$ cat config.mk
export PLATFORM = sky130hd
export DESIGN_NAME = cau_queue
export DESIGN_NICKNAME = d
export VERILOG_FILES = /design/src/assert_macros.svh /design/src/cau_pkg.sv /design/src/cau_queue.sv
export SDC_FILE = /design/constraint.sdc
export NUM_CORES = 1
export LEC_CHECK = 0
export BUFFER_PORTS_ARGS = -buffer_cell sky130_fd_sc_hd__buf_2
export CORE_UTILIZATION = 35
export CTS_BUF_LIST = sky130_fd_sc_hd__clkbuf_2 sky130_fd_sc_hd__clkbuf_4 sky130_fd_sc_hd__clkbuf_8
export DETAILED_ROUTE_END_ITERATION = 10
export GPL_TIMING_DRIVEN = 1
export PLACE_DENSITY = 0.6
export SYNTH_ARGS = -nofsm -noshare
export SYNTH_HDL_FRONTEND = slang
export SYNTH_SLANG_ARGS = --single-unit
$ cat constraint.sdc
create_clock -name clk -period 8.75 [get_ports clk]
set_input_delay 0.875 -clock clk [delete_from_list [all_inputs] [get_ports clk]]
set_output_delay 0.875 -clock clk [all_outputs]
set_load 0.01 [all_outputs]
$ cat src/assert_macros.svh
`ifndef ASSERT_MACROS_SVH
`define ASSERT_MACROS_SVH

// condition holds at every edge out of reset
`define CAU_ASSERT(lbl, cond) \
  lbl: assert property (@(posedge clk) disable iff (rst) (cond)) \
    else $error("assertion failed");

// implication within the same edge
`define CAU_ASSERT_IMP(lbl, pre, post) \
  lbl: assert property (@(posedge clk) disable iff (rst) (pre) |-> (post)) \
    else $error("assertion failed");

`endif

$ cat src/cau_pkg.sv
package cau_pkg;

  localparam int FRAC_BITS_DEF = 16;
  localparam int Q_DEPTH = 4;

  typedef enum logic [1:0] {
    OP_ADD = 2'd0,
    OP_SUB = 2'd1,
    OP_MUL = 2'd2,
    OP_DIV = 2'd3
  } op_t;

  localparam logic [1:0] ST_OK = 2'd0;
  localparam logic [1:0] ST_DZ = 2'd1;
  localparam logic [1:0] ST_OV = 2'd2;

  typedef struct packed {
    op_t                op;
    logic signed [31:0] a_real;
    logic signed [31:0] a_imag;
    logic signed [31:0] b_real;
    logic signed [31:0] b_imag;
  } cls_item_t;

endpackage

$ cat src/cau_queue.sv
module cau_queue (
  input  logic               clk,
  input  logic               rst,
  input  logic               wv,
  output logic               wready,
  input  cau_pkg::cls_item_t witem,
  output logic               rv,
  input  logic               rready,
  output cau_pkg::cls_item_t ritem
);
  import cau_pkg::*;

  localparam int AW = $clog2(Q_DEPTH);

  cls_item_t        mem [Q_DEPTH];
  logic [AW-1:0]    wptr;
  logic [AW-1:0]    rptr;
  logic [AW:0]      count;
  logic             wr;
  logic             rd;

  assign wready = count != (AW+1)'(Q_DEPTH);
  assign rv     = count != '0;
  assign ritem  = mem[rptr];
  assign wr     = wv && wready;
  assign rd     = rv && rready;

  always_ff @(posedge clk) begin
    if (rst) begin
      wptr  <= '0;
      rptr  <= '0;
      count <= '0;
    end else begin
      if (wr) wptr <= wptr + 1'b1;
      if (rd) rptr <= rptr + 1'b1;
      if (wr && !rd) count <= count + 1'b1;
      else if (rd && !wr) count <= count - 1'b1;
    end
    if (wr) mem[wptr] <= witem;
  end
endmodule

==> impl_results.md, run 1 <==
* Status: completed
* Crit Path Max Fanout at 42
* H-tree depth at 3
* DR vias at 8816
* Met2 Resource Use GR at 20.0%
* FMAX at 231 MHz
* DRT Pass-1 Iters at 5
* Worst Setup End Kind: output pin
* Layout cells sized above 1 at a little under half
* Final ANT Viol Nets at 0
* Pwr/cell area at 291 mW/mm^2
* Tot GR Track Use at 13.6%
* Hold WS at 436 ps
* Crit Path Category: reg -> out
* Ys async rst share at 0%
* Required time of the critical path at 7880 ps
* Post-cts resize count at 0
* DR WL/cell at 20.7 microns
* TNS Setup at 0 ps
* Slew margin rel. at 25.2%
* Port Buffers at approximately 270
* Count leader, synth: edfxtp_1
* First-pass GRT wire length at 56400 microns
* Full die area at about 0.056 sq mm
* Mean Syn Cell Area at 26.6 sq um
* Core Area at 0.0542 sq mm
* Dominant cells by area after synthesis: edfxtp_1, mux4_2, buf_12
* Yosys Warn Count at 0
* Iter 0 DRT Violations at 392
* Ys flop type: edfxtp_1
* Clock Path Buffers at 3
* Grt met1 use at 18.5%
* Final Cell Area at approximately 0.023 sq mm
* # DRC at 0
* Clk_skew at 17.6 ps
* CP arrival at ~3500 ps
* Initial antenna violation count at 13
* Placed instance count at 1671
* Post-layout util at a little over two fifths
* Clk_lat worst skew at about 650 ps
* Starting density of the core at 35.6%
* Power Total at roughly 6.7 mW
* RSZ-0062 raised after global routing: no
* Via/cell ratio at around 4.8
* Cell Rows at 85
* Area grow syn2layout at 18.8%
* Final Hold Vio Count at 0
* Crit path time final at 4330 ps
* Final WS setup at between 4000 and 5000 ps
* Synth top area share at 80.8%
* Sequential-to-total area share from yosys stat at approximately four fifths
* GR met3 Demand/Resource at 5.01%
* Vias in the first global route at 9254
* Routability Congestion at a little under 0.7
* Leak at 7.62 nW
* Post-synth net total at 867
* EDFF count, synth at 520
* Synth cell count leaders: edfxtp_1, mux4_2, buf_12, buf_2, dfxtp_1
* Num ports at 266
* Final period util at roughly 50%
* CTS Root Cell: clkbuf_8
* Post-synth cell types at 25
* Max-cap check violation count at 0
* Post-CTS Setup Bufs at 0
* Largest net degree at the start of global routing at 65
* Worst hold path class: in -> reg
* Pre-CTS setup slack at 4900 ps
* Reg clk slew, reported paths at ~60 ps
* Area leader, netlist: edfxtp_1
* Critical Path Source Type: flop
* Slew Viols, Final at 0
* Maximum VDD drop at 156 uV
* Post-DP HPWL at around 22000 microns
* Post-Syn Instances at 727
* CTS tree: done
* Busiest grt layer: met2
* Post-placement cell area at ~0.021 sq mm
* Post-synthesis register bit count at between 500 and 600
* Gr ovfl total at 0
* Cell area after synthesis at 0.0193 sq mm
* Die height at ~240 microns
* Num CTS Buffers at 89
* DIE WIDTH at 237 microns
* Non-filler instance count after layout at ~1800
* Final setup viols at 0
* Detailed Route WL at between 30000 and 40000 microns
* Nets at 1206
* Hold buffers post-CTS at 0
* Worst-Margin Slew at 1120 ps
* CTS Sinks at 529
## logic make-up (layout without fill, tap and decap cells)
group	after synthesis	count (layout)	share of synthesized area, %
AND/OR/NAND/NOR	17	17	0.434
flip-flops	529	529	81.7
adder cells (fa/ha/maj)	6	6	0.427
buffers and inverters	33	441	1.73
AO/OA/AOI/OAI	5	5	0.194
multiplexers	133	133	15.3
XOR/XNOR	4	4	0.181
other	0	4	0
## placed cells by master (no fill, tap or decap)
cell type,netlist,layout
edfxtp_1,520,520
buf_2,10,265
mux4_2,130,130
clkbuf_8,0,91
clkinv_1,0,36
clkbuf_4,0,19
buf_4,3,13
nor2_1,8,8
clkinv_2,0,7
dfxtp_1,9,7
clkinvlp_4,0,6
ha_1,5,5
diode_2,0,4
and2_4,0,4
xor2_1,4,4
inv_1,3,3
or3_1,2,2
mux2i_1,2,2
nand2b_1,2,2
dfxtp_4,0,2
a21boi_2,1,1
nand2_1,1,1
o31ai_1,1,1
mux2_2,1,1
o311ai_0,1,1
o21ai_0,1,1
a21oi_1,1,1
fa_1,1,1
bufinv_16,0,1
## state kept, by name, summed over array words and instances (netlist names), named ones only
signal,count
rptr,2
count,3
mem,520
wptr,2
## report_power, final
group          switching, mW  internal (mW)
sequential             0.101           3.08
clock                  0.944           1.07
combinational          0.779          0.699
## layout make-up
| type | instances | area (sq um) |
|---|---|---|
| clock inverters | 50 | 245 |
| flip-flops and latches | 529 | 15800 |
| multi-input cells | 165 | 3210 |
| repair buffers | 278 | 1420 |
| inverters | 3 | 11.3 |
| well taps | 696 | 871 |
| diodes | 4 | 10.0 |
| clock buffers | 110 | 1400 |
| fillers | 4808 | 31300 |
## final timing paths
path	from	to	slack, ps	cells past startpoint
max	flop	ritem[100]	4420	4
min	witem[39]	mem[3][39]$_DFFE_PP_	440	1
max reg2reg	count[0]$_SDFFE_PP0P_	mem[1][65]$_DFFE_PP_	6150	4
min reg2reg	wptr[1]$_SDFFE_PP0P_	wptr[1]$_SDFFE_PP0P_	510	2
## routing by layer
layer | up-vias | wire [microns]
li1 | 3846 | -
met1 | 4583 | 16600
met2 | 281 | 17500
met3 | 90 | 2930
met4 | 16 | 895
met5 | - | 108
## critical path: stages, from the launching register on
cell	delay, ps
dfxtp_4	800
buf_4	430
buf_4	730
mux4_2	620
buf_2	160
Note: power is estimated with default switching activity, not from simulation.
==> inputs of run 2 (changes only) <==
--- a/config.mk
+++ b/config.mk
@@ -10,7 +10,7 @@
 export CTS_BUF_LIST = sky130_fd_sc_hd__clkbuf_2 sky130_fd_sc_hd__clkbuf_4 sky130_fd_sc_hd__clkbuf_8
 export DETAILED_ROUTE_END_ITERATION = 10
 export GPL_TIMING_DRIVEN = 1
-export PLACE_DENSITY = 0.6
+export PLACE_DENSITY = 0.62
 export SYNTH_ARGS = -nofsm -noshare
 export SYNTH_HDL_FRONTEND = slang
 export SYNTH_SLANG_ARGS = --single-unit
==> constraint.sdc (replaced) <==
create_clock -name clk -period 3.5 [get_ports clk]
set_input_delay 0.35 -clock clk [delete_from_list [all_inputs] [get_ports clk]]
set_output_delay 0.35 -clock clk [all_outputs]
set_load 0.01 [all_outputs]
==> impl_results.md, run 2 (synthesis results as in run 1) <==
* Status: completed
* Int Power at around 13 mW
* H-tree depth at 3
* Buffers & Inverters on Critical Path at 2
* CP max stage delay at 760 ps
* Full die area at 0.0562 sq mm
* Tot GR Track Use at approximately 14%
* FMAX at 363 MHz
* Cell Rows at 85
* Most common cell after layout, fill and taps aside: edfxtp_1
* CP cell instances: buf_12, mux4_2, buf_2
* Layout cells sized above 1 at 44.4%
* Worst-Margin Slew at between 600 and 700 ps
* Num CTS Buffers at 88
* Starting density of the core at between 30% and 40%
* Clock Path Buffers at 3
* TNS Setup at 0 ps
* Via/cell ratio at roughly 4.8
* Post-DP HPWL at 22600 microns
* Required time of the critical path at 3150 ps
* Post-CTS Setup Bufs at 0
* Crit Path Category: reg -> out
* Final Hold Vio Count at 0
* Post-cts resize count at 0
* Family with the most delay on the worst path: flip-flops
* Area grow syn2layout at 27.2%
* Num ports at 266
* Leak at ~8.3 nW
* CTS Root Cell: clkbuf_8
* Crit path max-delay cell type: dfxtp_4
* DR vias at 9381
* Net Sw Frac at about a quarter
* Nets at 1340
* Gate power share at 23.2%
* Slew Viols, Final at 0
* Biggest regs: mem: 520 flops, count: 3 flops
* Largest net degree at the start of global routing at 59
* Critical Path Source Type: flop
* Clock power share at 31.0%
* Vias in the first global route at 10088
* Worst hold path class: in -> reg
* Clk_skew at 16.9 ps
* Crit path time final at 2750 ps
* Routability Congestion at between 0.7 and 0.8
* Core Area at 0.0542 sq mm
* CTS Sinks at 529
* Crit Path Max Fanout at 46
* CP arrival at 2400 ps
* RSZ-0062 raised after global routing: no
* DRT Pass-1 Iters at 4
* Reg clk slew, reported paths at ~60 ps
* Worst Setup End Kind: output pin
* Pwr/cell area at 702 mW/mm^2
* Die height at 237 microns
* Slew margin rel. at between 50% and 60%
* Sequential power share at 45.8%
* Commonest non-fill, non-tap cells in the layout: edfxtp_1, buf_2, dlygate4sd3_1
* Most flop-heavy register: mem
* Final period util at 78.7%
* CTS tree: done
* Maximum VDD drop at 490 uV
* Final ANT Viol Nets at 0
* # DRC at 0
* Post-layout util at a little under half
* Gr ovfl total at 0
* Initial antenna violation count at 5
* Detailed Route WL at roughly 39000 microns
* Hold buffers post-CTS at ~130
* Switching pwr at 4.61 mW
* DR WL/cell at 19.9 microns
* First-pass GRT wire length at 59000 microns
* Iter 0 DRT Violations at ~560
* Port Buffers at 265
* Largest register FFs at 520
* Clk_lat worst skew at 640 ps
* Max-cap check violation count at 0
* DIE WIDTH at 237 microns
* Final setup viols at 0
run 2: power groups by stage:
stage / clock network (mW) / registers (mW) / logic (mW)
after global placement: 0 / 8.01 / 3.99
after CTS: 5.54 / 7.91 / 4.13
final: 5.35 / 7.90 / 4.01
after global routing: 5.78 / 7.96 / 4.32
after floorplan: 0 / 7.95 / 2.71
after detailed placement: 0 / 8.04 / 3.99
run 2: area by class of cell:
type                            instances  area (sq um)
Fill cell                            4609         29600
Clock inverter                         32           226
Multi-Input combinational cell        165          3210
Sequential cell                       529         15800
Clock buffer                          125          1510
Inverter                                3          11.3
Antenna cell                            2          5.00
Timing Repair Buffer                  413          2950
Tap cell                              696           871
run 2: routing by layer:
metal,part of all wire [%],track usage (%)
met4,2.4,5.63
met1,43,18.3
met3,6.8,4.08
met2,48,22.4
met5,0.10,0
run 2: path summary, 6_finish.rpt:
| kind | start | end | slack [ps] | depth (start not counted) |
|---|---|---|---|---|
| worst min-delay path | rready | flop | 120 | 4 |
| worst min register to register | wptr[1]$_SDFFE_PP0P_ | wptr[1]$_SDFFE_PP0P_ | 510 | 2 |
| worst max register to register | count[0]$_SDFFE_PP0P_ | mem[2][12]$_DFFE_PP_ | 1150 | 4 |
| worst max-delay path | flop | ritem[30] | 750 | 3 |
run 2: per-stage QoR:
| step | cell area [sq um] | setup slack [ps] | total power, mW | hold WS [ps] | cells |
|---|---|---|---|---|---|
| 6_report | 24600 | 746 | 17.3 | 125 | 1965 |
| 5_1_grt | 24600 | 577 | 18.1 | 119 | 1965 |
| 4_1_cts | 24600 | 628 | 17.6 | 26.0 | 1963 |
| 3_5_place_dp | 21500 | 1090 | 12.0 | 510 | 1675 |
| 3_3_place_gp | 21500 | 1140 | 12.0 | 502 | 1675 |
| 2_1_floorplan | 19300 | 646 | 10.7 | 449 | 727 |
run 2: worst register-to-register path: cells and delay by family (launching register included):
| family | cells | cell delay (ps) |
|---|---|---|
| AOI/OAI and AO/OA | 1 | 380 |
| buffers and inverters | 1 | 450 |
| DFF | 1 | 450 |
| and+or+nand+nor | 2 | 710 |
==> inputs of run 3 (changes only) <==
--- a/config.mk
+++ b/config.mk
@@ -5,6 +5,7 @@
 export SDC_FILE = /design/constraint.sdc
 export NUM_CORES = 1
 export LEC_CHECK = 0
+export ABC_AREA = 1
 export BUFFER_PORTS_ARGS = -buffer_cell sky130_fd_sc_hd__buf_2
 export CORE_UTILIZATION = 35
 export CTS_BUF_LIST = sky130_fd_sc_hd__clkbuf_2 sky130_fd_sc_hd__clkbuf_4 sky130_fd_sc_hd__clkbuf_8
==> constraint.sdc (replaced) <==
create_clock -name clk -period 2.31 [get_ports clk]
set_input_delay 0.231 -clock clk [delete_from_list [all_inputs] [get_ports clk]]
set_output_delay 0.231 -clock clk [all_outputs]
set_load 0.01 [all_outputs]
==> impl_results.md, run 3 <==
* H-tree depth at 3
* Crit Path Max Fanout at 36
* Dominant cells by area after synthesis: edfxtp_1, nor2_1, o21ai_0
* Post-synthesis compound-gate area fraction at 10.8%
* Maximum VDD drop at approximately 700 uV
* Final period util at between 90% and 100%
* DR WL/cell at 21.2 microns
* Reg2reg end: count[1]$_SDFFE_PP0P_
* Status: completed
* Post-synthesis register bit count at 529
* Mux cell area share after synthesis at 0%
* Num ports at 266
* Leak at 9.25 nW
* Die height at 240 microns
* Max-cap check violation count at 0
* EDFF count, synth at 520
* Num CTS Buffers at 90
* First-pass GRT wire length at 75000 microns
* Adder-cell area share of the yosys netlist at 0.418%
* Clock Path Buffers at 3
* Area grow syn2layout at 32.0%
* Min-delay src: witem[41]
* Area leader, netlist: edfxtp_1
* FF-to-FF setup slack at approximately 360 ps
* Power Total at between 20 and 30 mW
* Buffers & Inverters on Critical Path at 2
* Largest net degree at the start of global routing at between 70 and 80
* Cell area after synthesis at ~0.020 sq mm
* Nets at roughly 1900
* CP arrival at about 2000 ps
* Synth top area share at 79.0%
* Crit path time final at roughly 2200 ps
* Biggest regs: mem: 520 flops, count: 3 flops
* CTS Sinks at 529
* Cell Rows at 86
* Worst-Margin Slew at 536 ps
* Reg clk slew, reported paths at 60 ps
* Clk_lat worst skew at 650 ps
* Pwr/cell area at 1080 mW/mm^2
* RSZ-0062 raised after global routing: yes
* Slew margin rel. at 64.2%
* DRT Pass-1 Iters at 4
* CTS tree: done
* DIE WIDTH at 240 microns
* Required time of the critical path at 2080 ps
* Final Hold Vio Count at 0
* Core Area at 0.0554 sq mm
* Layout cells sized above 1 at a little over a quarter
* Yosys Warn Count at 0
* Mean Syn Cell Area at 14.9 sq um
* Crit path max-delay cell type: dfxtp_4
* Post-Syn Instances at 1325
* Most flop-heavy register: mem
* Synth Area in XOR/XNOR at 0.0443%
* Sequential-to-total area share from yosys stat at 79.9%
* Commonest non-fill, non-tap cells in the layout: edfxtp_1, nor2_1, buf_2
* Post-synth cell types at 23
* Crit Path Category: reg -> out
* Hold depth at 2
* Hold path endpoint: mem[1][41]$_DFFE_PP_
* Largest family of logic cells by synthesized area: compound AO/OA/AOI/OAI gates
* Synth cell count leaders: edfxtp_1, nor2_1, o21ai_0, o22ai_1, o21ai_1
* Iter 0 DRT Violations at 726
* Most common cell after layout, fill and taps aside: edfxtp_1
* CTS Root Cell: clkbuf_8
* Via/cell ratio at around 5
* Gr ovfl total at 0
* FMAX at 449 MHz
* Count leader, synth: edfxtp_1
* Initial antenna violation count at 2
* Post-synth net total at about 1500
* Layout fillers at 4761
* Critical Path Source Type: flop
* Worst hold path class: in -> reg
* Tot GR Track Use at 17.5%
* Family with the most delay on the worst path: flip-flops
* Starting density of the core at 35.7%
* Worst r2r path cells at 9
* Ys async rst share at 0%
* Simple-Gate Fraction of Synth Area at 5.63%
* Routability Congestion at between 0.7 and 0.8
* Slew Viols, Final at 0
* Full die area at ~0.057 sq mm
* Vias in the first global route at 12982
* Final ANT Viol Nets at 0
* Ys flop type: edfxtp_1
* Worst Setup End Kind: output pin
* Post-layout util at 47.1%
* CP cell instances: buf_12, o21ai_0, o22ai_2, buf_2
* Clk_skew at 17.0 ps
* Post-DP HPWL at 24900 microns
* # DRC at 0
* Detailed Route WL at 55400 microns
* Final setup viols at 0
* FF-to-FF Start: count[1]$_SDFFE_PP0P_
* DR vias at 13019
* CP max stage delay at 500 ps
* Largest register FFs at 520
* Port Buffers at 265
==> run 3: metrics by stage <==
stage	cell area, sq um	setup TNS, ps	setup WS, ps	cells	hold WS (ps)
after global placement	22000	0	464	2283	443
after CTS	25500	-437	-45.2	2587	238
after detailed placement	22000	0	408	2283	447
after floorplan	19800	-352740	-693	1325	296
final	26100	0	83.7	2610	327
after global routing	26100	-659	-47.4	2608	270
==> run 3: worst max path at each step <==
stage	from	depth (start not counted)	endpoint	slack, ps
3_3_place_gp	count[1]$_SDFFE_PP0P_	9	count[1]$_SDFFE_PP0P_	460
3_5_place_dp	count[1]$_SDFFE_PP0P_	9	count[1]$_SDFFE_PP0P_	410
4_1_cts	flop	4	ritem[57]	-50
6_report	flop	4	ritem[57]	80
5_1_grt	flop	6	ritem[4]	-50
2_1_floorplan	count[0]$_SDFFE_PP0P_	4	mem[0][0]$_DFFE_PP_	-690
==> run 3: cell families after synthesis <==
kind of cell	count (synthesis)
fa+ha+maj	6
compound gates	394
simple gates	294
buf+inv	101
xor+xnor	1
flops	529
==> run 3: timing repair <==
item	CTS	global route
pin swaps	7	23
hold endpoints to repair	529	0
buffers inserted	10	6
setup endpoints to repair	130	115
hold buffers	133	0
cloned	9	16
gates resized for setup	33	78
==> run 3: per-layer routing <==
| metal | GRT usage [%] | routed length [microns] | share of wire [%] |
|---|---|---|---|
| met1 | 21.6 | 23500 | 42 |
| met2 | 28.9 | 26500 | 48 |
| met3 | 5.15 | 4130 | 7.4 |
| met4 | 6.95 | 1290 | 2.3 |
| met5 | 0 | 23 | 0.042 |
==> run 3: final cells by class <==
class	count	area [sq um]	area share, %
diodes	2	5.00	0.0192
clock buffers	123	1510	5.77
clock inverters	29	229	0.878
inverters	16	98.8	0.379
multi-input cells	695	3460	13.3
flip-flops and latches	529	15800	60.6
well taps	748	936	3.59
repair buffers	463	3970	15.2
repair inverters	5	80.1	0.307
==> run 3: power breakdown <==
part / total, mW / internal, mW / leakage [nW] / switching, mW
logic: 8.09 / 3.02 / 3.50 / 5.06
clock network: 8.22 / 4.62 / 0.914 / 3.60
registers: 11.9 / 11.7 / 4.84 / 0.257
total: 28.2 / 19.3 / 9.25 / 8.92
